$ cat src/rtl/core/gsdp_pkg.sv
package gsdp_pkg;

   localparam int LANES_DEF           = 8;
   localparam int MAX_ROW_LENGTH_DEF  = 4096;
   localparam int SCALE_FRAC_BITS_DEF = 16;

   localparam int LANE_W     = 8;
   localparam int PROD_W     = 16;
   localparam int WORD_W     = 64;
   localparam int BYTE_LANES = WORD_W / LANE_W;
   localparam int SCALE_W    = 24;
   localparam int VALUE_W    = 64;
   localparam int GS_W       = 9;
   localparam int RL_W       = 13;
   localparam int RC_W       = 17;
   localparam int ROW_IDX_W  = 16;
   localparam int CSR_W      = 17;
   localparam int CSR_IDX_W  = 2;
   localparam int RSP_DEPTH  = 8;

   localparam logic [GS_W-1:0] GS_RESET = GS_W'(32);
   localparam logic [RL_W-1:0] RL_RESET = RL_W'(256);
   localparam logic [RC_W-1:0] RC_RESET = RC_W'(1);

   localparam int PROD_MAX_MAG = 16384;
   localparam int GSUM_W_DEF =
      $clog2((MAX_ROW_LENGTH_DEF + LANES_DEF) * PROD_MAX_MAG + 1) + 1;

   localparam logic [VALUE_W-1:0] ACC_MAX = {1'b0, {(VALUE_W-1){1'b1}}};
   localparam logic [VALUE_W-1:0] ACC_MIN = {1'b1, {(VALUE_W-1){1'b0}}};

   typedef enum logic [CSR_IDX_W-1:0] {
      CSR_GROUP_LEN,
      CSR_ROW_LENGTH,
      CSR_ROW_COUNT
   } csr_index_type;

   typedef struct packed {
      logic valid;
      logic close;
      logic row_end;
      logic last;
   } tag_type;

   typedef struct packed {
      logic [SCALE_W-1:0] act;
      logic [SCALE_W-1:0] wgt;
   } scale_type;

   typedef struct packed {
      tag_type            tag;
      logic               clip;
      logic               neg;
      logic [VALUE_W-1:0] value;
   } term_type;

endpackage

$ cat src/rtl/core/gsdp_lane.sv
module gsdp_lane import gsdp_pkg::*; (
   input  logic                     clock,
   input  logic [LANE_W-1:0]        act,
   input  logic [LANE_W-1:0]        wgt,
   output logic signed [PROD_W-1:0] product_ff
);

   logic signed [PROD_W-1:0] product_in;

   assign product_in = PROD_W'($signed(act)) * PROD_W'($signed(wgt));

   always_ff @(posedge clock) begin
      product_ff <= product_in;
   end

endmodule

$ cat config.mk
export PLATFORM = sky130hd
export DESIGN_NAME = gsdp_lane
export DESIGN_NICKNAME = d
export VERILOG_FILES = /design/src/rtl/core/gsdp_pkg.sv /design/src/rtl/core/gsdp_lane.sv
export SDC_FILE = /design/constraint.sdc
export NUM_CORES = 1
export LEC_CHECK = 0
export ABC_AREA = 1
export BUFFER_PORTS_ARGS = -buffer_cell sky130_fd_sc_hd__buf_2
export CORE_ASPECT_RATIO = 0.9
export CORE_MARGIN = 4
export CORE_UTILIZATION = 45
export CTS_CLUSTER_SIZE = 30
export DETAILED_ROUTE_END_ITERATION = 6
export PLACE_DENSITY = 0.62
export SETUP_SLACK_MARGIN = 0.1
export SKIP_LAST_GASP = 1
export SYNTH_ARGS = -nofsm -noshare
export SYNTH_HDL_FRONTEND = slang
export SYNTH_SLANG_ARGS = --single-unit
export TNS_END_PERCENT = 5
$ cat constraint.sdc
create_clock -name clock -period 12.4 [get_ports clock]
set_clock_uncertainty 0.05 [all_clocks]
set_input_delay 2.48 -clock clock [delete_from_list [all_inputs] [get_ports clock]]
set_output_delay 2.48 -clock clock [all_outputs]
set_load 0.02 [all_outputs]
=== After elaboration in Yosys (flattened, before gate mapping) ===
Cells that the tools add are included.

* Bits in registers: 16
* Input port bits: 17
* Output and inout bits: 16
* Word-level logic and storage cells: 2

* $mul: 1

{| class="wikitable"
|+ Operator list
! operator !! number
|-
| $mul A8 B8 Y16 || 1
|}

=== Longest topological paths before layout ===
* Depth in word-level cells: 1
* Depth in mapped cells: 21
* Mapped depth without buffers: 20

=== Worst setup path after synthesis ===
Ideal clock, no wire load.

* Path kind: input port to flip-flop
* Start point: input act[0]
* End point: register product_ff[12]
* Cell stages on the path: 15
* Path buffers: 1
* Setup time: 0.120 ns
* Required time: 12.230 ns
* Arrival: 6.043 ns
* Setup slack: 6.188 ns
* Path through: clkbuf_1 > or2_2 > fa_1 > fa_1 > inv_1 > fa_1 > inv_1 > fa_1 > inv_1 > ha_1 > a21oi_1 > nand2_1 > nand4_1 > nand2_1 > xor2_1

* Word-level cells in the longest chain between the ends: 1

{| class="wikitable"
|+ Ends and longest elaborated chain
! what !! RTL line !! RTL
|-
| from (decl) || gsdp_lane.sv:3 || <nowiki>input logic [LANE_W-1:0] act,</nowiki>
|-
| $mul A8 B8 Y16 || gsdp_lane.sv:10 || <nowiki>assign product_in = PROD_W'($signed(act)) * PROD_W'($signed(wgt));</nowiki>
|-
| via product_in[12] || gsdp_lane.sv:8 || <nowiki>logic signed [PROD_W-1:0] product_in;</nowiki>
|-
| to (signal assigned) || gsdp_lane.sv:13 || <nowiki>product_ff <= product_in;</nowiki>
|-
| to (decl) || gsdp_lane.sv:5 || <nowiki>output logic signed [PROD_W-1:0] product_ff</nowiki>
|}

The timed path passes the listed nets, and every way through them passes these cells.

=== Worst setup path in the final report ===
* Start point: input wgt[7]
* End point: register product_ff[15]

* Word-level cells in the longest chain between the ends: 1

{| class="wikitable"
|+ Ends and longest elaborated chain
! what !! RTL line !! RTL
|-
| from (decl) || gsdp_lane.sv:4 || <nowiki>input logic [LANE_W-1:0] wgt,</nowiki>
|-
| $mul A8 B8 Y16 || gsdp_lane.sv:10 ||
|-
| via product_in[15] || gsdp_lane.sv:8 ||
|}

The timed path passes the listed nets, and every way through them passes these cells.

==> run summary <==
Run status
* **status** finished, final reports clean

Global route
* **first-pass GRT wire length** 11300 um
* **number of antenna violations at the first check in global routing** 0
* **vias in the first global route** 2647
* **largest net degree at the start of global routing** 9
* **final global-route overflow total** 0
* **Global Route Usage Sum** 0.159

Worst setup path
* **Setup crit end kind** flop
* **Critical Path Slowest Stage Cell** sky130_fd_sc_hd__fa_1
* **peak per-stage delay on the critical path** 0.54 ns
* **type of the worst setup path** in2reg
* **Critical Path Start Type** input port
* **highest fanout seen on the critical path** 8
* **worst endpoint required time** 12.49 ns
* **Arrival @ worst endpoint** 6.32 ns
* **critical path cell sequence** buf_2, inv_1, or2_2, fa_1, fa_1, inv_1, fa_1, inv_1, fa_1, inv_1, ha_1, nand2_2, nor2_4, nand2_1, a21oi_1, nor2_1, nand3_1, nand2_1

Drt
* **Final ANT Viol Nets** 0
* **routed vias** 2444
* **DR DRC count** 0
* **routed wire length per instance** 10.9 um
* **mean number of vias per cell** 4.52
* **first drt pass iteration count** 4
* **iteration-0 DRC count of the detailed router** 64
* **total length of routed wires** 5890 um

Die
* **I/O Pins** 33
* **Placeable Area** 6730 um^2
* **Die Y-Extent** 87.9 um
* **initial standard-cell utilization of the core** 0.474
* **Die W** 96.8 um
* **std cell rows** 28
* **Die Area** 8500 um^2

Clocking
* **number of resized instances in the post-cts repair step** 0
* **Clock Sinks** 16
* **maximum root-to-sink buffer count** 2
* **post-CTS setup repair buffer count** 0
* **count of hold-fix buffers inserted at cts** 0
* **number of CTS-inserted buffers** 3
* **H-Tree Depth** 1
* **TritonCTS clock tree** built
* **clock-pin slew reported for the worst setup and hold paths after clock tree synthesis** 0.06 ns
* **root cell of the clock tree** sky130_fd_sc_hd__clkbuf_8

Pwr
* **Pleak** 0.00221 uW
* **logic gate share of total power** 0.817
* **Final Power** 667 uW
* **clock group share of total power** 0.056
* **fraction of power spent switching nets** 0.534
* **sequential group share of total power** 0.128
* **switching component of the power** 356 uW
* **peak supply drop** 0.0954 mV
* **design internal power** 310 uW
* **power density over cell area** 193 nW/um^2

Cells and area
* **fraction of layout cells with a size suffix above 1** 0.111
* **final core utilization** 0.513
* **register with the most flip-flops** product_ff
* **number of flip-flops under the largest register name** 16
* **registers with the highest flip-flop counts** product_ff: 16 flops
* **Ant. Diodes** 0
* **highest-count cells in the layout ignoring fill and taps** sky130_fd_sc_hd__inv_1 (147), sky130_fd_sc_hd__nand2_1 (106), sky130_fd_sc_hd__fa_1 (55), sky130_fd_sc_hd__buf_2 (32), sky130_fd_sc_hd__ha_1 (29)
* **area overhead of the layout relative to synthesis** 8.08%
* **Nets** 554
* **commonest non-fill, non-tap cell in the layout** sky130_fd_sc_hd__inv_1
* **final std cells w/o fill** 541
* **count of fill cells added during filler insertion** 686

Logic synthesis
* **Avg Cell Area, Syn** 7.40 um^2
* **Yosys Warn Count** 0
* **post-synthesis sequential area ratio** 0.100
* **Syn Nets** 532
* **number of flip-flops and latches in the synthesized netlist** 16
* **synthesized netlist cell count** 431
* **area of the mapped netlist** 3190 um^2
* **distinct cell type count after synthesis** 25

Hold path
* **hold path startpoint** act[0]
* **worst-case hold path end point** product_ff[0]
* **worst min-delay path category** in2reg
* **number of cells on the worst hold path** 3

Timing
* **Relative slew margins** 0.748
* **portion of the clock cycle consumed by the worst path in the final layout** 0.503
* **minimum hold slack** 2.50 ns
* **slew at the pin closest to its max-slew limit** 0.377 ns
* **Max Fclk** 160 MHz
* **minimum clock period** 6.23 ns
* **aggregate negative setup slack** 0 ns
* **setup violation total in the final timing report** 0
* **Fin. Hold Viols** 0
* **final max-slew violation count** 0
* **RSZ-0062 raised after global routing** false

Place
* **Routability Congestion** 0.846
* **sum of net half-perimeters after detailed placement** 5260 um
* **placed insts** 538
* **quantity of I/O buffers inserted on ports** 32

Job
* **# Max-Cap Violations** 0

==> Yosys cell counts <==
master / number / area, um^2
sky130_fd_sc_hd__inv_1: 147 / 552
sky130_fd_sc_hd__nand2_1: 106 / 398
sky130_fd_sc_hd__fa_1: 55 / 1100
sky130_fd_sc_hd__ha_1: 29 / 363
sky130_fd_sc_hd__dfxtp_1: 16 / 320
sky130_fd_sc_hd__clkbuf_1: 15 / 56.3
sky130_fd_sc_hd__nand3_1: 14 / 70.1
sky130_fd_sc_hd__nor2_1: 9 / 33.8
sky130_fd_sc_hd__a21oi_1: 6 / 30.0
sky130_fd_sc_hd__nand2_2: 6 / 37.5
sky130_fd_sc_hd__xnor2_1: 5 / 43.8
sky130_fd_sc_hd__xor2_1: 5 / 43.8
sky130_fd_sc_hd__inv_2: 2 / 7.51
sky130_fd_sc_hd__nand3_2: 2 / 20.0
sky130_fd_sc_hd__nand4_1: 2 / 12.5
sky130_fd_sc_hd__nor2_4: 2 / 22.5
sky130_fd_sc_hd__o21bai_1: 2 / 15.0
sky130_fd_sc_hd__a21o_1: 1 / 7.51
sky130_fd_sc_hd__a21oi_2: 1 / 8.76
sky130_fd_sc_hd__a21oi_4: 1 / 16.3
sky130_fd_sc_hd__a31oi_1: 1 / 6.26
sky130_fd_sc_hd__nand3b_1: 1 / 7.51
sky130_fd_sc_hd__o21ai_1: 1 / 5.00
sky130_fd_sc_hd__or2_1: 1 / 6.26
sky130_fd_sc_hd__or2_2: 1 / 6.26
==> per-layer routing <==
layer / part of all wire / vias up / track usage
li1: - / 1239 / -
met1: 0.45 / 1162 / 0.197
met2: 0.51 / 37 / 0.299
met3: 0.033 / 6 / 0.0279
met4: 0.011 / 0 / 0.0230
met5: 0 / - / 0
==> power groups by stage <==
stage / Clock (uW) / Sequential [uW] / Combinational, uW
2_1_floorplan: 0 / 117 / 412
3_5_place_dp: 0 / 86.1 / 553
5_1_grt: 41.2 / 87.9 / 643
3_3_place_gp: 0 / 86.8 / 547
4_1_cts: 38.7 / 85.6 / 556
6_report: 37.2 / 85.0 / 545
==> worst max path at each step <==
stage,from,end,slack [ns],cells after the start
after floorplan,act[0],product_ff[12],6.19,15
after global placement,wgt[7],product_ff[15],5.94,18
after detailed placement,wgt[7],product_ff[15],5.90,18
after CTS,wgt[7],product_ff[15],6.17,18
after global routing,wgt[7],product_ff[12],5.92,16
final,wgt[7],product_ff[15],6.17,18
==> logic make-up after synthesis <==
logic type,after synthesis,share of synthesized area
XOR/XNOR,10,0.0274
AO/OA/AOI/OAI,13,0.0278
AND/OR/NAND/NOR,144,0.193
adder cells (fa/ha/maj),84,0.459
buffers and inverters,164,0.193
flip-flops,16,0.100
==> layout make-up <==
class | count | area [um^2] | area share
flip-flops and latches | 16 | 320 | 0.0929
multi-input cells | 251 | 2250 | 0.654
repair buffers | 32 | 160 | 0.0464
inverters | 149 | 559 | 0.162
clock buffers | 3 | 41.3 | 0.0120
well taps | 90 | 113 | 0.0327
==> metrics by stage <==
| step | worst slack (ns) | cell area, um^2 |
|---|---|---|
| after detailed placement | 5.90 | 3410 |
| after CTS | 6.17 | 3450 |
| after global placement | 5.94 | 3410 |
| after floorplan | 6.19 | 3190 |
| final | 6.17 | 3450 |
| after global routing | 5.92 | 3450 |
==> critical path, delay by kind of cell <==
| family | cells | cell delay [ns] |
|---|---|---|
| AO/OA/AOI/OAI | 1 | 0.17 |
| adder cells (fa/ha/maj) | 5 | 2.50 |
| buffers and inverters | 5 | 0.37 |
| AND/OR/NAND/NOR | 7 | 0.80 |
No activity file was read; power rests on OpenSTA's default activity.
