<file path="config.mk">
export PLATFORM = sky130hd
export DESIGN_NAME = gsdp_merge
export DESIGN_NICKNAME = d
export VERILOG_FILES = /design/src/rtl/core/gsdp_pkg.sv /design/src/rtl/core/gsdp_merge.sv
export SDC_FILE = /design/constraint.sdc
export NUM_CORES = 1
export LEC_CHECK = 0
export BUFFER_PORTS_ARGS = -buffer_cell sky130_fd_sc_hd__buf_2
export CAP_MARGIN = 20
export CORE_UTILIZATION = 56
export CTS_CLUSTER_SIZE = 24
export DETAILED_ROUTE_END_ITERATION = 16
export MAX_ROUTING_LAYER = met4
export PLACE_DENSITY = 0.89
export SETUP_SLACK_MARGIN = 0.05
export SYNTH_ARGS = -nofsm -noshare
export SYNTH_HDL_FRONTEND = slang
export SYNTH_SLANG_ARGS = --single-unit
export TNS_END_PERCENT = 10
</file>
<file path="constraint.sdc">
create_clock -name clock -period 16.7 [get_ports clock]
set_clock_uncertainty 0.2 [all_clocks]
set_input_delay 5.01 -clock clock [delete_from_list [all_inputs] [get_ports clock]]
set_output_delay 5.01 -clock clock [all_outputs]
set_load 0.02 [all_outputs]
</file>
<file path="src/rtl/core/gsdp_pkg.sv">
package gsdp_pkg;

   localparam int LANES_DEF           = 8;
   localparam int MAX_ROW_LENGTH_DEF  = 4096;
   localparam int SCALE_FRAC_BITS_DEF = 16;

   localparam int LANE_W     = 8;
   localparam int PROD_W     = 16;
   localparam int WORD_W     = 64;
   localparam int BYTE_LANES = WORD_W / LANE_W;
   localparam int SCALE_W    = 24;
   localparam int VALUE_W    = 64;
   localparam int GS_W       = 9;
   localparam int RL_W       = 13;
   localparam int RC_W       = 17;
   localparam int ROW_IDX_W  = 16;
   localparam int CSR_W      = 17;
   localparam int CSR_IDX_W  = 2;
   localparam int RSP_DEPTH  = 8;

   localparam logic [GS_W-1:0] GS_RESET = GS_W'(32);
   localparam logic [RL_W-1:0] RL_RESET = RL_W'(256);
   localparam logic [RC_W-1:0] RC_RESET = RC_W'(1);

   localparam int PROD_MAX_MAG = 16384;
   localparam int GSUM_W_DEF =
      $clog2((MAX_ROW_LENGTH_DEF + LANES_DEF) * PROD_MAX_MAG + 1) + 1;

   localparam logic [VALUE_W-1:0] ACC_MAX = {1'b0, {(VALUE_W-1){1'b1}}};
   localparam logic [VALUE_W-1:0] ACC_MIN = {1'b1, {(VALUE_W-1){1'b0}}};

   typedef enum logic [CSR_IDX_W-1:0] {
      CSR_GROUP_LEN,
      CSR_ROW_LENGTH,
      CSR_ROW_COUNT
   } csr_index_type;

   typedef struct packed {
      logic valid;
      logic close;
      logic row_end;
      logic last;
   } tag_type;

   typedef struct packed {
      logic [SCALE_W-1:0] act;
      logic [SCALE_W-1:0] wgt;
   } scale_type;

   typedef struct packed {
      tag_type            tag;
      logic               clip;
      logic               neg;
      logic [VALUE_W-1:0] value;
   } term_type;

endpackage

</file>
<file path="src/rtl/core/gsdp_merge.sv">
module gsdp_merge import gsdp_pkg::*; #(
   parameter int N_LANES = LANES_DEF,
   parameter int GSUM_W  = GSUM_W_DEF
) (
   input  logic                     clock,
   input  logic                     reset,
   input  tag_type                  s1_tag,
   input  scale_type                s1_scale,
   input  logic signed [PROD_W-1:0] product [N_LANES],
   output tag_type                  s2_tag_ff,
   output scale_type                s2_scale_ff,
   output logic signed [GSUM_W-1:0] s2_total_ff
);

   logic signed [GSUM_W-1:0] item_sum;
   logic signed [GSUM_W-1:0] total;
   logic signed [GSUM_W-1:0] group_sum_ff;
   logic signed [GSUM_W-1:0] group_sum_in;

   always_comb begin
      item_sum = '0;
      for (int i = 0; i < N_LANES; i++) begin
         item_sum = item_sum + GSUM_W'(product[i]);
      end
      total        = group_sum_ff + item_sum;
      group_sum_in = group_sum_ff;
      if (s1_tag.valid) begin
         group_sum_in = s1_tag.close ? '0 : total;
      end
   end

   always_ff @(posedge clock) begin
      if (reset) begin
         group_sum_ff <= '0;
         s2_tag_ff    <= '0;
      end else begin
         group_sum_ff <= group_sum_in;
         s2_tag_ff    <= s1_tag;
      end
   end

   always_ff @(posedge clock) begin
      s2_scale_ff <= s1_scale;
      s2_total_ff <= total;
   end

endmodule

</file>
Word level (Yosys, flattened, before mapping)
Index checks and enable logic that the tools add are counted.
W data, S select, Z words.
{"block": "totals", "output_inout_bits": 80, "regBits": 108, "input_bits": 182, "word_cells": 17}
{"block": "op_classes", "mux": 1, "addsub": 8}
{"cell": "$add A28 B23 Y28", "count": 1}
{"cell": "$mux W28", "count": 1}
{"cell": "$add A22 B16 Y23", "count": 1}
{"cell": "$add A21 B16 Y22", "count": 1}
{"cell": "$add A20 B16 Y21", "count": 1}
{"cell": "$add A19 B16 Y20", "count": 1}
{"cell": "$add A18 B16 Y19", "count": 1}
{"cell": "$add A17 B16 Y18", "count": 1}
{"cell": "$add A16 B16 Y17", "count": 1}

Longest topological paths before layout
{"block": "depth", "ltp_word": 9, "depth_mapped": 17, "mapped_depth_nobuf": 17}

Worst setup path after synthesis
No wires, ideal clock.
{"block": "synth_path", "path_kind": "input to register", "from": "input port product[98] (netlist name)", "to": "register group_sum_ff[12]", "slack_ns": 7.285, "t_arrival_ns": 9.098, "required_time_ns": 16.383, "path_buffers": 0, "stages": 15, "path_cell_list": "fa_1 -> fa_1 -> fa_1 -> inv_1 -> fa_1 -> inv_1 -> ha_1 -> fa_1 -> a211oi_2 -> nor3_1 -> or3_1 -> a31o_1 -> a21oi_2 -> xnor2_1 -> a22o_1"}
{"block": "synth_via", "elab_chain_len": 9}
{"item": "from (decl)", "line": "gsdp_merge.sv:9", "source": "input logic signed [PROD_W-1:0] product [N_LANES],"}
{"item": "$add A16 B16 Y17", "line": "gsdp_merge.sv:23", "source": "item_sum = item_sum + GSUM_W'(product[i]);"}
{"item": "$add A17 B16 Y18", "line": "gsdp_merge.sv:23"}
{"item": "$add A18 B16 Y19", "line": "gsdp_merge.sv:23"}
{"item": "$add A19 B16 Y20", "line": "gsdp_merge.sv:23"}
{"item": "$add A20 B16 Y21", "line": "gsdp_merge.sv:23"}
{"item": "$add A21 B16 Y22", "line": "gsdp_merge.sv:23"}
{"item": "$add A22 B16 Y23", "line": "gsdp_merge.sv:23"}
{"item": "$add A28 B23 Y28", "line": "gsdp_merge.sv:25", "source": "total = group_sum_ff + item_sum;"}
{"item": "net total[12]", "line": "gsdp_merge.sv:16", "source": "logic signed [GSUM_W-1:0] total;"}
{"item": "$mux W28", "line": "gsdp_merge.sv:28", "source": "group_sum_in = s1_tag.close ? '0 : total;"}
{"item": "to (signal assigned)", "line": "gsdp_merge.sv:37", "source": "group_sum_ff <= group_sum_in;"}
{"item": "to (decl)", "line": "gsdp_merge.sv:17", "source": "logic signed [GSUM_W-1:0] group_sum_ff;"}
The timed path passes the listed nets, and every way through them passes these cells.
A chain may end at the register's enable or synchronous reset.

Worst setup path after layout
{"block": "layout_path", "from": "input port product[98] (netlist name)", "to": "register group_sum_ff[24]"}
Same word-level chain as after synthesis.

==> summary by stage <==
STA
The count of final hold-check violations is 0. At the pin with the least slew margin, the transition time is 0.919 ns. For the final routed database, the setup TNS stands at 0 ns. In the finished design, the share of the clock period the worst path needs comes to 0.572. On the final layout, the worst hold slack is 0.307 ns. Setup slack closes at 7.14 ns. The setup violation total in the final timing report is 0.

The highest achievable clock rate is 105 MHz. The worst relative slew slack is 0.384. The time the final worst path needs with I/O delays and setup is 9.56 ns. The number of slew-limit violations in the final report was 0. Setup repair after global routing left no endpoint under its margin.

Detailed routing
In the final routed layout, each cell accounts on average for 15.4 um. The routed wire length is 18.1 mm. The first routing iteration left 361 violations. For this block, the via count after detailed routing is 5806. The number of search-and-repair iterations in the first detailed-routing pass is 4. The number of nets with antenna violations after routing is 0. The DRC violations left is 0. The number of vias per cell is 4.95.

Place
The number of buffers inserted by port buffering is 261. The sum of net half-perimeters after detailed placement is 15.5 mm. The congestion estimate from routability-driven global placement came to 0.892. The worst setup timing slack at the placement stage is 6.85 ns.

Clocking
The longest clock path from root to sink contains 2 buffers. The H-tree was split into 3 levels. The clock reaches the later pin of the worst-skew pair after 0.35 ns. The cts-stage hold buffer count is 0. The clock net in this run drives a total of 108 sinks. Post-CTS timing repair inserted 0 buffers for setup.

TritonCTS built the clock tree. The clock transition time at the flip-flop clock pins of the worst setup and hold paths is 0.08 ns. TritonCTS created 9 clock buffers. The root cell of the clock tree is clkbuf_16. Post-CTS repair changed the size of 0 cells.

GRT
The first global-routing pass estimated 29.8 mm of wire. The met2 usage is 0.500. Across every metal layer, demand over resource in global routing totals 0.274. The initial antenna violation count came to 0. The met3 global-route usage is 0.0472. Entering global routing, the biggest net connects 22 pins. The most used routing layer in global routing is met2. For this run, global-route usage on met1 was measured as 0.316. The total congestion overflow after global routing is 0. The number of global-route vias before repair came to 6301.

Logic synthesis
The average cell area after synthesis is 10.7 um2. The Yosys step of the flow raised 0 warnings. The synthesized design contains 0 enable-type register cells. The post-synthesis async set-or-reset flop share is 0. Synthesis handed over a netlist of 730 instances. In the post-synthesis netlist, the biggest area contributors are fa_1 39%, dfxtp_1 28%, inv_1 10%. The leading register cell type out of synthesis is dfxtp_1. In the post-synthesis netlist, the cell with the most instances is inv_1. The area of the mapped netlist is 7820 um2. The share of Yosys cell area claimed by the top area cell type is 0.392. The register bit total from synthesis is 108.

The biggest area contributor in the post-synthesis netlist is fa_1. The count of different cell masters after synthesis is 47. For this run, the register share of the synthesized area comes to 0.276.

The net count after synthesis is 1095. The commonest cells after synthesis are 209 x inv_1, 153 x fa_1, 108 x dfxtp_1.

Die
In this run the standard cell core region covers 13500 um2. The die is 120 um tall. The starting density of the core is 0.581.

The die extent in x is 120 um. The floorplan step defined a die boundary enclosing 14400 um2. In this run the core area contains 42 standard-cell rows. 262 I/O pins were placed.

Min path
The type of the most critical hold path is flip-flop to flip-flop. Along the worst hold path, the cell count comes to 2. In this run the most critical hold path is launched from group_sum_ff[1]. The terminating pin of the worst hold path is group_sum_ff[1].

Layout
Measured on the finished design, the core utilization comes to 0.715. The number of diodes added for antenna fixing is 0. Of the cells placed in the final design, the portion with a size suffix greater than 1 is 0.286.

The number of nets in the layout is 1357. The area growth from synthesis to layout is 23.0%.

Worst setup path
STA puts the critical path data arrival time at 9.59 ns. For the worst setup path, the data required time is 16.74 ns. The critical path starts at product[98]. The category of the worst setup path launch point is an input pin.

The flop-to-flop setup slack is 11.59 ns. The worst reg2reg path startpoint is group_sum_ff[2]. STA classifies the critical path endpoint as a flip-flop. The worst setup path is of the input pin to flip-flop kind. The maximum fanout count along the critical path is 3. In this run the critical register-to-register path is captured at group_sum_ff[24].

Counting cells, the worst reg-to-reg path comes to 15.

Outcome
The flow ran to the end, and the final reports show no timing, DRC or antenna violations.

Job
Max-cap violations in this run came to 0.
[registers in the layout, indices dropped and copies added, names as in the netlist]
name          flops
s2_scale_ff      48
s2_tag_ff         4
s2_total_ff      28
group_sum_ff     28
[cell type report]
class                   count  area (um2)
multi-input cells         402        4830
fillers                   966        3840
flip-flops and latches    108        2160
repair buffers            262        1310
inverters                 209         785
clock buffers               9         225
well taps                 176         220
clock inverters             7        78.8
[through the flow]
| stage | cells | instance area, um2 |
|---|---|---|
| global placement | 1157 | 9310 |
| floorplan | 730 | 7820 |
| finish | 1173 | 9620 |
| detailed placement | 1157 | 9310 |
| CTS | 1173 | 9620 |
| global route | 1173 | 9620 |
[how the worst max path moves through the flow]
| stage | end | slack [ns] | depth (start not counted) |
|---|---|---|---|
| after floorplan | group_sum_ff[12] | 7.29 | 15 |
| after global placement | group_sum_ff[24] | 6.92 | 16 |
| after detailed placement | group_sum_ff[24] | 6.85 | 16 |
| after CTS | group_sum_ff[24] | 7.16 | 16 |
| after global routing | group_sum_ff[24] | 6.93 | 18 |
| final | group_sum_ff[24] | 7.14 | 16 |
[logic make-up (layout without fill, tap and decap cells)]
group	Yosys count	in the layout	share of synthesized area
AO/OA/AOI/OAI	104	104	0.0906
XOR/XNOR	29	29	0.0325
adder cells (fa/ha/maj)	183	183	0.440
buffers and inverters	220	487	0.106
flip-flops	108	108	0.276
AND/OR/NAND/NOR	86	86	0.0549
[per-layer routing]
layer | wire length, um | share of wire
met1 | 6780 | 0.38
met2 | 9930 | 0.55
met3 | 1180 | 0.065
met4 | 187 | 0.010
met5 | 0 | 0
[worst max-delay path, cell delays in order]
cell and delay [ns]:
buf_2 0.11, fa_1 0.56, fa_1 0.45, fa_1 0.57, inv_1 0.05, fa_1 0.48
inv_1 0.04, ha_1 0.22, fa_1 0.49, a211oi_2 0.31, nor3_1 0.14, o21ai_0 0.27
o211ai_1 0.22, a211o_1 0.33, o311a_1 0.13, a22o_1 0.20
[cell usage in the layout, fill, tap and decap left out, types with 4 or more instances in the layout]
cell       netlist  layout
nand2_1         28      28
inv_1          209     209
nand3b_1         4       4
xnor2_1         21      21
fa_1           153     153
a21o_1           5       5
nor3_1           5       5
nor2b_1         13      12
o21ai_0         16      16
a22o_1          17      17
nand2b_1         8       8
nor2_1          17      17
o211ai_1         6       6
ha_1            30      30
clkbuf_16        0       9
dfxtp_1        108     108
xor2_1           8       8
a21oi_1         35      35
buf_2            1     261
Power is left out: the tool's default activity adds up to more than one toggle a clock period on the data nets, which glitch-free logic cannot reach.
