<file path="config.mk">
export PLATFORM = sky130hd
export DESIGN_NAME = gsdp_accum
export DESIGN_NICKNAME = d
export VERILOG_FILES = /design/src/rtl/core/gsdp_pkg.sv /design/src/rtl/core/gsdp_accum.sv
export SDC_FILE = /design/constraint.sdc
export NUM_CORES = 1
export LEC_CHECK = 0
export BUFFER_PORTS_ARGS = -buffer_cell sky130_fd_sc_hd__buf_2
export CORE_UTILIZATION = 66
export CTS_CLUSTER_DIAMETER = 150
export CTS_CLUSTER_SIZE = 10
export DETAILED_ROUTE_END_ITERATION = 6
export GPL_TIMING_DRIVEN = 0
export HOLD_SLACK_MARGIN = 0.15
export PLACE_DENSITY = 0.89
export SLEW_MARGIN = 20
export SYNTH_ARGS = -nofsm -noshare
export SYNTH_HDL_FRONTEND = slang
export SYNTH_SLANG_ARGS = --single-unit
</file>
<file path="constraint.sdc">
create_clock -name clock -period 15.6 [get_ports clock]
set_clock_uncertainty 0.15 [all_clocks]
set_input_delay 1.56 -clock clock [delete_from_list [all_inputs] [get_ports clock]]
set_output_delay 1.56 -clock clock [all_outputs]
set_load 0.01 [all_outputs]
</file>
<file path="src/rtl/core/gsdp_pkg.sv">
package gsdp_pkg;

   localparam int LANES_DEF           = 8;
   localparam int MAX_ROW_LENGTH_DEF  = 4096;
   localparam int SCALE_FRAC_BITS_DEF = 16;

   localparam int LANE_W     = 8;
   localparam int PROD_W     = 16;
   localparam int WORD_W     = 64;
   localparam int BYTE_LANES = WORD_W / LANE_W;
   localparam int SCALE_W    = 24;
   localparam int VALUE_W    = 64;
   localparam int GS_W       = 9;
   localparam int RL_W       = 13;
   localparam int RC_W       = 17;
   localparam int ROW_IDX_W  = 16;
   localparam int CSR_W      = 17;
   localparam int CSR_IDX_W  = 2;
   localparam int RSP_DEPTH  = 8;

   localparam logic [GS_W-1:0] GS_RESET = GS_W'(32);
   localparam logic [RL_W-1:0] RL_RESET = RL_W'(256);
   localparam logic [RC_W-1:0] RC_RESET = RC_W'(1);

   localparam int PROD_MAX_MAG = 16384;
   localparam int GSUM_W_DEF =
      $clog2((MAX_ROW_LENGTH_DEF + LANES_DEF) * PROD_MAX_MAG + 1) + 1;

   localparam logic [VALUE_W-1:0] ACC_MAX = {1'b0, {(VALUE_W-1){1'b1}}};
   localparam logic [VALUE_W-1:0] ACC_MIN = {1'b1, {(VALUE_W-1){1'b0}}};

   typedef enum logic [CSR_IDX_W-1:0] {
      CSR_GROUP_LEN,
      CSR_ROW_LENGTH,
      CSR_ROW_COUNT
   } csr_index_type;

   typedef struct packed {
      logic valid;
      logic close;
      logic row_end;
      logic last;
   } tag_type;

   typedef struct packed {
      logic [SCALE_W-1:0] act;
      logic [SCALE_W-1:0] wgt;
   } scale_type;

   typedef struct packed {
      tag_type            tag;
      logic               clip;
      logic               neg;
      logic [VALUE_W-1:0] value;
   } term_type;

endpackage

</file>
<file path="src/rtl/core/gsdp_accum.sv">
module gsdp_accum import gsdp_pkg::*; (
   input  logic                      clock,
   input  logic                      reset,
   input  term_type                  term,
   input  logic                      rsp_stall,
   output logic                      rsp_valid,
   output logic signed [VALUE_W-1:0] rsp_row_value,
   output logic                      rsp_saturated,
   output logic                      rsp_last_row
);

   localparam int PTR_W = $clog2(RSP_DEPTH);
   localparam int CNT_W = $clog2(RSP_DEPTH + 1);

   typedef struct packed {
      logic [VALUE_W-1:0] value;
      logic               sat;
      logic               last;
   } entry_type;

   logic [VALUE_W-1:0] acc_ff;
   logic [VALUE_W-1:0] acc_in;
   logic               sat_ff;
   logic               sat_in;
   logic [VALUE_W-1:0] acc_new;
   logic               sat_new;
   logic [VALUE_W-1:0] sum;
   logic               add_ovf;
   logic               push;
   logic               pop;
   entry_type          entry_mem [RSP_DEPTH];
   logic [PTR_W-1:0]   wr_ptr_ff;
   logic [PTR_W-1:0]   rd_ptr_ff;
   logic [CNT_W-1:0]   count_ff;

   always_comb begin
      sum     = acc_ff + term.value;
      add_ovf = (acc_ff[VALUE_W-1] == term.value[VALUE_W-1])
                && (sum[VALUE_W-1] != acc_ff[VALUE_W-1]);
      acc_new = acc_ff;
      sat_new = sat_ff;
      if (term.tag.valid && term.tag.close) begin
         if (term.clip) begin
            acc_new = term.neg ? ACC_MIN : ACC_MAX;
            sat_new = 1'b1;
         end else if (add_ovf) begin
            acc_new = term.value[VALUE_W-1] ? ACC_MIN : ACC_MAX;
            sat_new = 1'b1;
         end else begin
            acc_new = sum;
         end
      end
      push   = term.tag.valid && term.tag.row_end;
      pop    = rsp_valid && !rsp_stall;
      acc_in = push ? '0 : acc_new;
      sat_in = push ? 1'b0 : sat_new;
   end

   always_ff @(posedge clock) begin
      if (reset) begin
         acc_ff    <= '0;
         sat_ff    <= 1'b0;
         wr_ptr_ff <= '0;
         rd_ptr_ff <= '0;
         count_ff  <= '0;
      end else begin
         acc_ff    <= acc_in;
         sat_ff    <= sat_in;
         wr_ptr_ff <= wr_ptr_ff + PTR_W'(push);
         rd_ptr_ff <= rd_ptr_ff + PTR_W'(pop);
         count_ff  <= count_ff + CNT_W'(push) - CNT_W'(pop);
      end
   end

   always_ff @(posedge clock) begin
      if (push) begin
         entry_mem[wr_ptr_ff] <= '{value: acc_new, sat: sat_new, last: term.tag.last};
      end
   end

   assign rsp_valid     = count_ff != '0;
   assign rsp_row_value = $signed(entry_mem[rd_ptr_ff].value);
   assign rsp_saturated = entry_mem[rd_ptr_ff].sat;
   assign rsp_last_row  = entry_mem[rd_ptr_ff].last;

endmodule

</file>
After elaboration in Yosys (flattened, before gate mapping)
Memories as Yosys holds them, arrays and structs flattened. A register that Yosys moved wholly into a read port is not among the register bits.
Cells that the tools add are included.
{"block": "word_totals", "latch_bits": 0, "mem_bits_ro": 0, "reg_bits": 75, "inputBits": 73, "elab_cells": 31, "n_memories": 1, "mem_bits_rw": 528, "out_inout_bits": 67}
{"block": "op_classes", "n_eq_ne": 2, "n_shift": 0, "magnitude_cmp": 0, "mux": 11, "bitwise": 0, "n_mul": 0, "n_div": 0, "reduce_logical": 7, "n_addsub": 5}
{"memory": "entry_mem", "depth": 8, "word_bits": 66, "rd": 1, "rd_clocked_by_memory_dff": 1, "wr": 1, "line_no": "gsdp_accum.sv:31", "source": "entry_type entry_mem [RSP_DEPTH];"}
{"op": "$mux 64", "n": 5}
{"op": "$add 64x64->64", "n": 1}
{"op": "$add 3x1->3", "n": 2}
{"op": "$mux 1", "n": 5}
{"op": "$add 4x1->4", "n": 1}
{"op": "$logic_and 1x1->1", "n": 4}
{"op": "$reduce_bool 4->1", "n": 1}
{"op": "$sub 4x1->4", "n": 1}
{"op": "$mux 3", "n": 1}
{"op": "$reduce_or 2->1", "n": 1}
{"op": "$eq 1x1->1", "n": 1}
{"op": "$logic_not 1->1", "n": 1}
{"op": "$ne 1x1->1", "n": 1}

Longest topological paths before layout
{"block": "depth", "word_depth": 6, "ltp_mapped": 18, "depth_no_buf": 16}

Least setup slack after synthesis
No wires, ideal clock.
{"block": "synth_timing", "path_kind": "input-to-reg", "startpoint": "in term[69] in the netlist's numbering", "endpoint": "mem entry_mem[0][0] in the netlist's numbering (enable)", "path_buffers": 0, "required_time_ns": 14.879, "arrival_ns": 6.420, "setup_slack_ns": 8.459, "setup_time_ns": 0.571, "stages": 3, "path_cell_list": "and2_0 -> nand2b_1 -> nor3_1"}
{"block": "synth_between", "elab_chain_len": 3}
{"item": "start, declared", "line_no": "gsdp_accum.sv:4", "source": "input term_type term,"}
{"item": "$logic_and 1x1->1", "line_no": "gsdp_accum.sv:53", "source": "push = term.tag.valid && term.tag.row_end;"}
{"item": "$mux 1", "line_no": "gsdp_accum.sv:76", "source": "if (push) begin"}
{"item": "$mux 1 (implied by the code)", "line_no": "gsdp_accum.sv:77", "source": "entry_mem[wr_ptr_ff] <= '{value: acc_new, sat: sat_new, last: term.tag.last};"}
{"item": "end, declared", "line_no": "gsdp_accum.sv:31"}
Every way passes these cells.

Worst setup path in the final report
{"block": "layout_timing", "startpoint": "in term[26] in the netlist's numbering", "endpoint": "mem entry_mem[2][52] in the netlist's numbering (data pin)"}
{"block": "layout_between", "elab_chain_len": 6}
{"item": "$add 64x64->64 *", "line_no": "gsdp_accum.sv:37", "source": "sum = acc_ff + term.value;"}
{"item": "$ne 1x1->1", "line_no": "gsdp_accum.sv:39", "source": "&& (sum[VALUE_W-1] != acc_ff[VALUE_W-1]);"}
{"item": "$logic_and 1x1->1", "line_no": "gsdp_accum.sv:39"}
{"item": "$mux 64 *", "line_no": "gsdp_accum.sv:46", "source": "end else if (add_ovf) begin"}
{"item": "$mux 64 *", "line_no": "gsdp_accum.sv:43", "source": "if (term.clip) begin"}
{"item": "$mux 64 *", "line_no": "gsdp_accum.sv:42", "source": "if (term.tag.valid && term.tag.close) begin"}
{"item": "net acc_new[50]", "line_no": "gsdp_accum.sv:25", "source": "logic [VALUE_W-1:0] acc_new;"}
Mark *: on every way through the listed nets, which the timed path passes. The rest lies on a longest branch.

==> run metrics <==
Synth Cell Area 0.02689 mm^2; fill count 2214; Mapped Cells 1750; first-pass GRT wire length 106700 um; Tot GR Track Use 35.74%; TritonCTS Buffers 70; commonest cells after routing, fill and taps aside edfxtp_1, buf_2, nor2_1, mux4_2, a21oi_1; die height 203.9 um; routed length per placed instance 27.98 um; Synthesis Warnings 0; Clock Path Buffers 3; Mapped Avg Cell Area 15.37 um^2; period utilization 52.31%; vias in the first global route 17780; DP HPWL 48800 um; Seq cells post-synth 603; layout cell share with drive strength beyond 1 24.83%; worst-margin pin slew 1194 ps; critical path cell sequence buf_2 -> ha_1 -> clkbuf_1 -> a21oi_1 -> o21ai_0 -> a211oi_1 -> o21ai_0 -> a2111oi_0 -> o211ai_1 -> nand2_1 -> o21ai_0 -> fa_1 -> and3_1 -> nor3_1 -> clkbuf_1 -> buf_1 -> nand2_1 -> a21oi_1; synth unique cells 80; slowest CP cell a2111oi_0; WL final 72310 um; Post CTS Setup Buffer Count 0; LEAKAGE 0.01092 uW; asr flop ratio synth 0%; CP arrival 8320 ps; Max-cap violations 0; Top FF cell, synth edfxtp_1; post-synthesis mux area share 14.00%; status complete, no violations; Sink Count 603; CP Launch Type input port; sequential fraction of the synthesis area 64.54%; f_max 122.5 MHz; core area 0.04001 mm^2; later-pin clock latency in the skew report 610 ps; Setup WS post-layout 7439 ps; GRT overflow 0; Via Count 17380; Post-Synth Simple-Gate Area 6.909%; Hold Path Class reg2reg; Clock transition at path regs 60 ps; synth-to-layout area growth 15.27%; hold violation total from the final report 0; Largest stage delay, worst path 1050 ps; crit-path max FO 10; largest net degree at the start of global routing 23; Setup crit end kind register; Final Wtd Congestion 0.9486; final instance area 0.03100 mm^2; Residual DRC 0; hold buffer count at CTS 0; number of port buffers 139; Slew headroom 18.37%; multi-input logic area 0.009124 mm^2; Power, Total 4254 uW; die width 203.9 um; power per cell area 137.2 mW/mm^2; most common cell after layout, fill and taps aside edfxtp_1; initial antenna violation count 1; DR vias/cell 6.724; Final nets 2150; main combinational cell family by area after synthesis multiplexers; TritonRoute pass-1 iters 6; WS Path Type in2reg; unrepaired setup endpoints after global routing no; Worst EP required 15760 ps; Tmin final 8161 ps; FF+latch area 0.01736 mm^2; placed cell area 0.02894 mm^2; Post-synth EDFFs 528; Starting Density 67.23%; antenna viol nets, final 0; crit-path most repeated cell o21ai_0; # setup viols final 0; CTS tree built; row count 73; Die Area 0.04156 mm^2; VDD IR max 0.0001273 V; Post-Syn Nets 1898; root buffer selected by CTS clkbuf_16; compound-gate portion of the synthesized area 7.411%; Ports 140; pre-CTS setup slack 7196 ps; TNS Setup 0 ps; post-synthesis xor/xnor area fraction 1.824%; PostCTS Resize Cnt 0; H-tree lvl count 3; Adder-Cell Fraction of Synth Area 3.573%; initial detailed-routing violation count 1817; max-slew violation count 0
## worst paths after layout
path	from	to	slack, ps	cells after the start
hold / removal	acc_ff[61]	acc_ff[61]	400	1
setup / recovery	term[26]	entry_mem[2][52]	7440	18
setup reg to reg	acc_ff[1]	entry_mem[2][52]	8220	16
hold reg to reg	acc_ff[61]	acc_ff[61]	400	1
## stage by stage
stage,hold WS (ps),utilization [%],std cells
CTS,389.5,77.44,2582
global placement,363.9,70.61,2414
detailed placement,377.1,72.33,2454
finish,399.4,77.49,2584
global route,409.3,77.48,2583
floorplan,347.9,-,1750
## critical path: cells and delay by family
family                   cells  cell delay, ps
AO/OA/AOI/OAI                8            3080
buffers and inverters        4            1620
AND/OR/NAND/NOR              4            1260
adder cells (fa/ha/maj)      2             790
## Yosys cell counts (4+ instances only)
cell      count  area [um^2]
buf_1        13        48.80
a221o_1       4        40.04
nand2b_1      8        50.05
mux2_2       66        743.2
o211ai_1     14        105.1
and2_1       22        137.6
inv_1        27        101.4
xor2_1       20        175.2
ha_1         72        900.9
o21ai_0      46        230.2
nand3_1       8        40.04
mux4_2      132         2973
nand4_1      23        143.9
a31oi_1       7        43.79
nor3_1       60        300.3
clkbuf_1     61        229.0
and3_1        4        25.02
or2_2         4        25.02
a21o_1       35        262.8
a21oi_1     128        640.6
nor2b_1      13        81.33
o21a_1        8        60.06
edfxtp_1    528        15860
o21bai_1     14        105.1
xnor2_1      36        315.3
nand2_1      61        229.0
mux2i_1       5        50.05
o21ai_1       4        20.02
or3_1         8        50.05
dfxtp_1      75         1501
buf_2        15        75.07
nor2_1      150        563.0
a211oi_1      9        67.56
## where the power goes
group	internal [uW]	total [uW]	switching, uW
clock network	851	1490	638
logic	418	938	520
registers	1810	1830	15.7
## state kept, by name (all words and copies together), names as in the netlist
signal	flops
count_ff	4
entry_mem	528
sat_ff	1
wr_ptr_ff	3
rd_ptr_ff	3
acc_ff	64
## kinds of logic (layout without fill, tap and decap cells)
family | Yosys count | count (layout)
DFF | 603 | 603
adders and majority gates | 75 | 75
buffers and inverters | 119 | 427
AOI/OAI and AO/OA | 308 | 308
muxes | 203 | 203
and+or+nand+nor | 386 | 386
other | 0 | 1
xor gates and xnor gates | 56 | 56
## per-layer routing
layer  part of all wire (%)  global-route usage (%)  vias up
met1                     37                   47.17     8697
met5                      0                       0        -
li1                       -                       -     7410
met2                     48                   57.50     1068
met4                    4.1                   16.35        0
met3                     10                   7.653      201
## layout make-up
class                   instances  share of cell area (%)
diodes                          1                0.008072
multi-input cells            1028                   29.43
flip-flops and latches        603                   55.99
well taps                     525                   2.119
clock inverters                 8                  0.3350
inverters                      27                  0.3269
repair buffers                180                   4.327
clock buffers                 120                   6.256
plain buffers                  92                   1.211
(Power assumes the default switching activity.)
