===== config.mk =====
export PLATFORM = sky130hd
export DESIGN_NAME = gsdp_fold
export DESIGN_NICKNAME = d
export VERILOG_FILES = /design/src/rtl/core/gsdp_pkg.sv /design/src/rtl/core/gsdp_fold.sv
export SDC_FILE = /design/constraint.sdc
export NUM_CORES = 2
export LEC_CHECK = 0
export BUFFER_PORTS_ARGS = -buffer_cell sky130_fd_sc_hd__buf_2
export CORE_UTILIZATION = 50
export CTS_BUF_LIST = sky130_fd_sc_hd__clkbuf_8
export DETAILED_ROUTE_END_ITERATION = 7
export PLACE_DENSITY = 0.63
export REMOVE_ABC_BUFFERS = 1
export SLEW_MARGIN = 20
export SYNTH_ARGS = -nofsm -noshare
export SYNTH_HDL_FRONTEND = slang
export SYNTH_SLANG_ARGS = --single-unit

===== constraint.sdc =====
create_clock -name clock -period 14.5 [get_ports clock]
set_input_delay 2.9 -clock clock [delete_from_list [all_inputs] [get_ports clock]]
set_output_delay 2.9 -clock clock [all_outputs]
set_load 0.01 [all_outputs]

===== src/rtl/core/gsdp_pkg.sv =====
package gsdp_pkg;

   localparam int LANES_DEF           = 8;
   localparam int MAX_ROW_LENGTH_DEF  = 4096;
   localparam int SCALE_FRAC_BITS_DEF = 16;

   localparam int LANE_W     = 8;
   localparam int PROD_W     = 16;
   localparam int WORD_W     = 64;
   localparam int BYTE_LANES = WORD_W / LANE_W;
   localparam int SCALE_W    = 24;
   localparam int VALUE_W    = 64;
   localparam int GS_W       = 9;
   localparam int RL_W       = 13;
   localparam int RC_W       = 17;
   localparam int ROW_IDX_W  = 16;
   localparam int CSR_W      = 17;
   localparam int CSR_IDX_W  = 2;
   localparam int RSP_DEPTH  = 8;

   localparam logic [GS_W-1:0] GS_RESET = GS_W'(32);
   localparam logic [RL_W-1:0] RL_RESET = RL_W'(256);
   localparam logic [RC_W-1:0] RC_RESET = RC_W'(1);

   localparam int PROD_MAX_MAG = 16384;
   localparam int GSUM_W_DEF =
      $clog2((MAX_ROW_LENGTH_DEF + LANES_DEF) * PROD_MAX_MAG + 1) + 1;

   localparam logic [VALUE_W-1:0] ACC_MAX = {1'b0, {(VALUE_W-1){1'b1}}};
   localparam logic [VALUE_W-1:0] ACC_MIN = {1'b1, {(VALUE_W-1){1'b0}}};

   typedef enum logic [CSR_IDX_W-1:0] {
      CSR_GROUP_LEN,
      CSR_ROW_LENGTH,
      CSR_ROW_COUNT
   } csr_index_type;

   typedef struct packed {
      logic valid;
      logic close;
      logic row_end;
      logic last;
   } tag_type;

   typedef struct packed {
      logic [SCALE_W-1:0] act;
      logic [SCALE_W-1:0] wgt;
   } scale_type;

   typedef struct packed {
      tag_type            tag;
      logic               clip;
      logic               neg;
      logic [VALUE_W-1:0] value;
   } term_type;

endpackage


===== src/rtl/core/gsdp_fold.sv =====
module gsdp_fold import gsdp_pkg::*; #(
   parameter int GSUM_W          = GSUM_W_DEF,
   parameter int SCALE_FRAC_BITS = SCALE_FRAC_BITS_DEF
) (
   input  logic                     clock,
   input  logic                     reset,
   input  tag_type                  s2_tag,
   input  scale_type                s2_scale,
   input  logic signed [GSUM_W-1:0] s2_total,
   output term_type                 term_ff
);

   localparam int MAG_W = GSUM_W - 1;
   localparam int M1_W  = MAG_W + SCALE_W;
   localparam int ML_W  = 32;
   localparam int MH_W  = M1_W - ML_W;
   localparam int PL_W  = ML_W + SCALE_W;
   localparam int PH_W  = MH_W + SCALE_W;
   localparam int P_W   = M1_W + SCALE_W;
   localparam int Q_W   = P_W - SCALE_FRAC_BITS;
   localparam int QX_W  = (Q_W > VALUE_W - 1 ? Q_W : VALUE_W - 1) + 1;

   logic signed [GSUM_W-1:0] total_abs;
   logic [M1_W-1:0]          m1_in;
   logic [PL_W-1:0]          pl_in;
   logic [PH_W-1:0]          ph_in;
   logic [P_W-1:0]           prod_in;
   logic [QX_W-1:0]          qx;
   logic                     rem;
   logic                     inc;
   term_type                 term_in;

   tag_type                  s3_tag_ff;
   logic                     s3_neg_ff;
   logic [SCALE_W-1:0]       s3_act_ff;
   logic [M1_W-1:0]          s3_m1_ff;
   tag_type                  s4_tag_ff;
   logic                     s4_neg_ff;
   logic [PL_W-1:0]          s4_pl_ff;
   logic [PH_W-1:0]          s4_ph_ff;
   tag_type                  s5_tag_ff;
   logic                     s5_neg_ff;
   logic [P_W-1:0]           s5_prod_ff;

   // Magnitude times weight scale, then times activation scale in two halves.
   always_comb begin
      total_abs = s2_total[GSUM_W-1] ? -s2_total : s2_total;
      m1_in     = M1_W'(total_abs[MAG_W-1:0]) * M1_W'(s2_scale.wgt);
      pl_in     = PL_W'(s3_m1_ff[ML_W-1:0]) * PL_W'(s3_act_ff);
      ph_in     = PH_W'(s3_m1_ff[M1_W-1:ML_W]) * PH_W'(s3_act_ff);
      prod_in   = P_W'(s4_pl_ff) + (P_W'(s4_ph_ff) << ML_W);
   end

   // The shift floors, so a negative term with dropped bits grows by one.
   always_comb begin
      qx            = QX_W'(s5_prod_ff[P_W-1:SCALE_FRAC_BITS]);
      rem           = |s5_prod_ff[SCALE_FRAC_BITS-1:0];
      inc           = s5_neg_ff && rem;
      term_in.tag   = s5_tag_ff;
      term_in.neg   = s5_neg_ff;
      term_in.clip  = (|qx[QX_W-1:VALUE_W-1]) || ((&qx[VALUE_W-2:0]) && inc);
      term_in.value = s5_neg_ff ? (~qx[VALUE_W-1:0] + VALUE_W'(!rem)) : qx[VALUE_W-1:0];
   end

   always_ff @(posedge clock) begin
      if (reset) begin
         s3_tag_ff <= '0;
         s4_tag_ff <= '0;
         s5_tag_ff <= '0;
         term_ff   <= '0;
      end else begin
         s3_tag_ff <= s2_tag;
         s4_tag_ff <= s3_tag_ff;
         s5_tag_ff <= s4_tag_ff;
         term_ff   <= term_in;
      end
   end

   always_ff @(posedge clock) begin
      s3_neg_ff  <= s2_total[GSUM_W-1];
      s3_act_ff  <= s2_scale.act;
      s3_m1_ff   <= m1_in;
      s4_neg_ff  <= s3_neg_ff;
      s4_pl_ff   <= pl_in;
      s4_ph_ff   <= ph_in;
      s5_neg_ff  <= s4_neg_ff;
      s5_prod_ff <= prod_in;
   end

endmodule


# After elaboration in Yosys (flattened, before gate mapping)
# Index checks and enable logic that the tools add are counted.
[totals] ff_bits=333 input_bits=82 out_inout_bits=70 wordCells=40
[op_classes] n_addsub=3 multipliers=3 muxes=2 n_bitwise=2 n_reduce_logical=3
[ops] op="$add A56 B75 Y75" count=1
[ops] op="$add A64 B1 Y64" count=1
[ops] op="$not A59 Y64" count=1
[ops] op="$mux W59" count=1
[ops] op="$mul A32 B24 Y56" count=1
[ops] op="$mul A27 B24 Y51" count=1
[ops] op="$mul A19 B24 Y43" count=1
[ops] op="$mux W27" count=1
[ops] op="$neg A27 Y27" count=1
[ops] op="$reduce_or A16 Y1" count=1
[ops] op="$reduce_or A2 Y1" count=1
[ops] op="$logic_not A1 Y1" count=1
[ops] op="$not A1 Y1" count=1

# Logic depth before layout (Yosys ltp)
[logic_depth] ltp_word=4 mapped_depth=36 depth_no_buf=33

# Worst setup path after synthesis
# OpenSTA, ideal clock, no wires.
[synth_path] path_kind="input to register" startpoint="input s2_total[10]" endpoint="register s3_m1_ff[49]" setup_ps=120 arrival_ps=11092 t_required_ps=14380 setup_slack_ps=3288 path_stages=27 n_path_buf=2 path_cell_list="or4_1 > or3_1 > or2_1 > or3_1 > or3_1 > o31ai_1 > xnor2_1 > clkbuf_1 > nand2_1 > fa_1 > fa_1 > fa_1 > inv_1 > fa_1 > fa_1 > fa_1 > inv_1 > fa_1 > inv_1 > ha_1 > clkbuf_1 > nand4_1 > or3_1 > o211a_1 > o41ai_1 > a41oi_1 > xnor2_1"
[synth_between] elab_chain_cells=3
[synth_rtl] item="start, declared" line_no="gsdp_fold.sv:9" source="input logic signed [GSUM_W-1:0] s2_total,"
[synth_rtl] item="$neg A27 Y27" line_no="gsdp_fold.sv:47" source="total_abs = s2_total[GSUM_W-1] ? -s2_total : s2_total;"
[synth_rtl] item="$mux W27 *" line_no="gsdp_fold.sv:47"
[synth_rtl] item="$mul A27 B24 Y51 *" line_no="gsdp_fold.sv:48" source="m1_in = M1_W'(total_abs[MAG_W-1:0]) * M1_W'(s2_scale.wgt);"
[synth_rtl] item="net m1_in[49]" line_no="gsdp_fold.sv:24" source="logic [M1_W-1:0] m1_in;"
[synth_rtl] item="end signal, assigned" line_no="gsdp_fold.sv:82" source="s3_m1_ff <= m1_in;"
[synth_rtl] item="end, declared" line_no="gsdp_fold.sv:36" source="logic [M1_W-1:0] s3_m1_ff;"
# The timed path passes the listed nets; every way through them passes the cells marked *.
# A chain may end at the register's enable or synchronous reset.

# Worst setup path in the final report
[layout_path] startpoint="input s2_total[0]" endpoint="register s3_m1_ff[49]"
# The elaborated chain is that of the path after synthesis.

==> results.md <==
* PostCTS Resize Cnt at 0
* Post-CTS Hold Fix Bufs at 0
* Largest stage delay on the critical path at 690 ps
* ANT nets after route at 0
* Area occupied by multi-input gates at 0.0558 mm2
* CP top delay family: adder cells
* Routed vias/inst at 5.33
* Relative slew slack at 0.195
* Die height at 377 um
* Clock Tree Buf Depth at 3
* Clock sinks at 333
* Fin nets at 9824
* Core area at 0.139 mm2
* Largest net degree at the start of global routing at 77
* Async set-reset flop share out of synthesis at 0
* Critical Path Start Type: primary input
* Avg WL per Cell at 19.4 um
* Req. time, crit path at 15100 ps
* Syn Inst Count at 7757
* RSZ-0062 raised after global routing: no
* Most frequent cells in the layout: inv_1 (1682), fa_1 (1580), nand2_1 (1232), and2_1 (776), ha_1 (514)
* HPWL Detailed at 140 mm
* Hold crit path type: reg -> reg
* Worst r2r path cells at 22
* Achievable frequency at 87.1 MHz
* WP buf/inv at 5
* Post-synth EDFFs at 0
* CTS tree: done
* Initial antenna violation count at 8
* Final period util at 0.792
* Cell variety after synth at 74
* DRT Pass-1 Iters at 5
* R2r setup slk at 6440 ps
* Residual DRC at 0
* Area Growth Syn to Fin at 5.06%
* Die Width at 377 um
* Reg2reg start: s3_act_ff[7]
* Stages on worst setup path at 29
* Port Buffers at 150
* Min cycle time layout at 11480 ps
* Max-cap violations at 0
* Grt ovf at 0
* Num CTS Buffers at 52
* Ratio of cells with drive above 1 in the final layout at 0.0511
* Postcts setup bufs at 0
* Routed WL at 186 mm
* Total GRT Usage at 0.273
* Critical R2R Capture: s4_pl_ff[54]
* Most common cell after layout, fill and taps aside: inv_1
* FF/Latch Area at 0.00670 mm2
* Crit end category: register
* 1st-iter DRT viols at 3439
* Die area at 0.142 mm2
* FP Rows at 137
* Max-slew violations at 0
* First-pass GRT wire length at 303 mm
* Worst setup path endpoint: s3_m1_ff[49]
* Actual slew at the worst max-slew pin at 1210 ps
* Worst Path Class, Setup: in -> reg
* I/O pin total at 152
* Final Hold Vio Count at 0
* Setup Skew at 49.4 ps
* Vias at 51000
* Worst min-delay path startpoint: s4_pl_ff[12]
* Clk Latency, worst-skew pair at 700 ps
* H-tree depth at 2
* Setup Viol. Count Final at 0
* GP Congestion at 0.894
* Warnings, synthesis at 0
* Arr. time, crit path at 12080 ps
* Crit. Startpoint: s2_total[0]
* Most used flip-flop cell after synthesis: dfxtp_1
* Status: finished clean
* Fillers at 12900
* Post-synthesis sequential area ratio at 0.0950
* Yosys reg bits at 333
* Root Buffer: clkbuf_8
* CTS clock-pin slew for the worst setup and hold paths at 70 ps
* CP max stage cell: o41ai_1
* Cell mode on critical path: fa_1
* CP max FO at 27
* Final TNS setup at 0 ps
* Number of global-route vias before repair at 55600
* Initial core utilization at 0.504
* Avg Cell Area, Syn at 9.05 um2
* Post-synthesis cell area at 0.0702 mm2
==> worst min-delay path by stage <==
stage	depth (start not counted)	endpoint
2_1_floorplan	0	s4_neg_ff
3_3_place_gp	0	s5_prod_ff[12]
3_5_place_dp	0	s5_prod_ff[12]
4_1_cts	0	s5_prod_ff[12]
5_1_grt	0	s5_prod_ff[12]
6_report	0	s5_prod_ff[12]
==> worst register-to-register path, cell delays in order, from the launching register on <==
cell       delay (ps)
dfxtp_2           720
buf_4             580
nand2_1           170
fa_1              520
inv_1              50
fa_1              530
fa_1              440
fa_1              500
fa_1              550
inv_1              50
fa_1              480
inv_1              50
fa_1              490
ha_1              400
a21oi_1           270
o21ai_0           140
a221o_1           360
a21oi_1           290
o2bb2ai_1         270
nor4_1            110
o32a_1            410
a221oi_1          360
xnor2_1           230
==> layer usage <==
layer,part of all wire,vias to the layer above,GRT usage
met5,0.00022,-,0
met3,0.092,399,0.0541
met4,0.033,6,0.0842
met2,0.45,2115,0.439
li1,-,22600,-
met1,0.42,25800,0.371
==> stage by stage <==
step           instances  worst slack [ps]  utilization  area, um2  hold slack [ps]
6_report            9569              3020        0.529      73800              324
5_1_grt             9567              2620        0.529      73700              325
4_1_cts             9566              3080        0.529      73700              324
3_5_place_dp        9470              2320        0.521      72600              312
3_3_place_gp        9470              2430        0.521      72600              312
2_1_floorplan       7350              3350            -      68600              310
==> flip-flops by register name, summed over array words and instances, names as in the netlist <==
signal	count
s4_neg_ff	1
s3_m1_ff	51
s5_tag_ff	4
s3_neg_ff	1
s5_prod_ff	75
s4_pl_ff	56
s3_act_ff	24
s5_neg_ff	1
s4_ph_ff	43
term_ff	69
s4_tag_ff	4
s3_tag_ff	4
==> cell type report <==
type	count	share of cell area
well taps	1876	0.0318
multi-input cells	5347	0.757
diodes	3	0.000102
repair buffers	244	0.0197
inverters	1670	0.0850
clock buffers	61	0.0114
clock inverters	35	0.00389
flip-flops and latches	333	0.0909
==> cell families (layout without fill, tap and decap cells) <==
| logic type | Yosys count | after routing | share of synthesized area |
|---|---|---|---|
| compound gates | 573 | 573 | 0.0526 |
| xor+xnor | 260 | 260 | 0.0324 |
| fa+ha+maj | 2094 | 2094 | 0.542 |
| buf+inv | 2077 | 2010 | 0.111 |
| flops | 333 | 333 | 0.0950 |
| mux | 2 | 2 | 0.000285 |
| other cells | 1 | 4 | 0.0000534 |
| simple gates | 2417 | 2417 | 0.166 |
==> Yosys cell counts (3+ instances only) <==
cell type  instances  area share
clkbuf_1         400       0.021
a21o_1           114       0.012
or4_4              4     0.00064
fa_1            1580        0.45
a41oi_1            7     0.00087
a31oi_1           21      0.0019
dfxtp_1          333       0.095
o31a_1             5     0.00062
a211oi_1           8     0.00086
xnor2_1          126       0.016
o21bai_1          24      0.0026
xor2_1           134       0.017
nand3_1           38      0.0027
nand3b_1           4     0.00043
o21ai_0          102      0.0073
a211o_1            4     0.00050
inv_1           1670       0.089
or3_1             15      0.0013
or4_1             10      0.0011
nor3_1            30      0.0021
and3_1            24      0.0021
o41ai_1           14      0.0017
nor4_1            13      0.0012
and2_1           776       0.069
o211ai_1          12      0.0013
nor3b_1            5     0.00053
a21boi_0           7     0.00075
nand4_1           31      0.0028
o31ai_1           28      0.0030
ha_1             514       0.092
or2_1              3     0.00027
nand2b_1          28      0.0025
nand2_1         1232       0.066
and4_1             3     0.00037
nor2_1           150      0.0080
a31o_2             5     0.00062
nor2b_1           39      0.0035
or2_2              5     0.00045
a21oi_1          169       0.012
o21a_1            23      0.0025
Power is not shown: default switching activity piles up to over one toggle a cycle in this logic, so the estimate is an artifact.
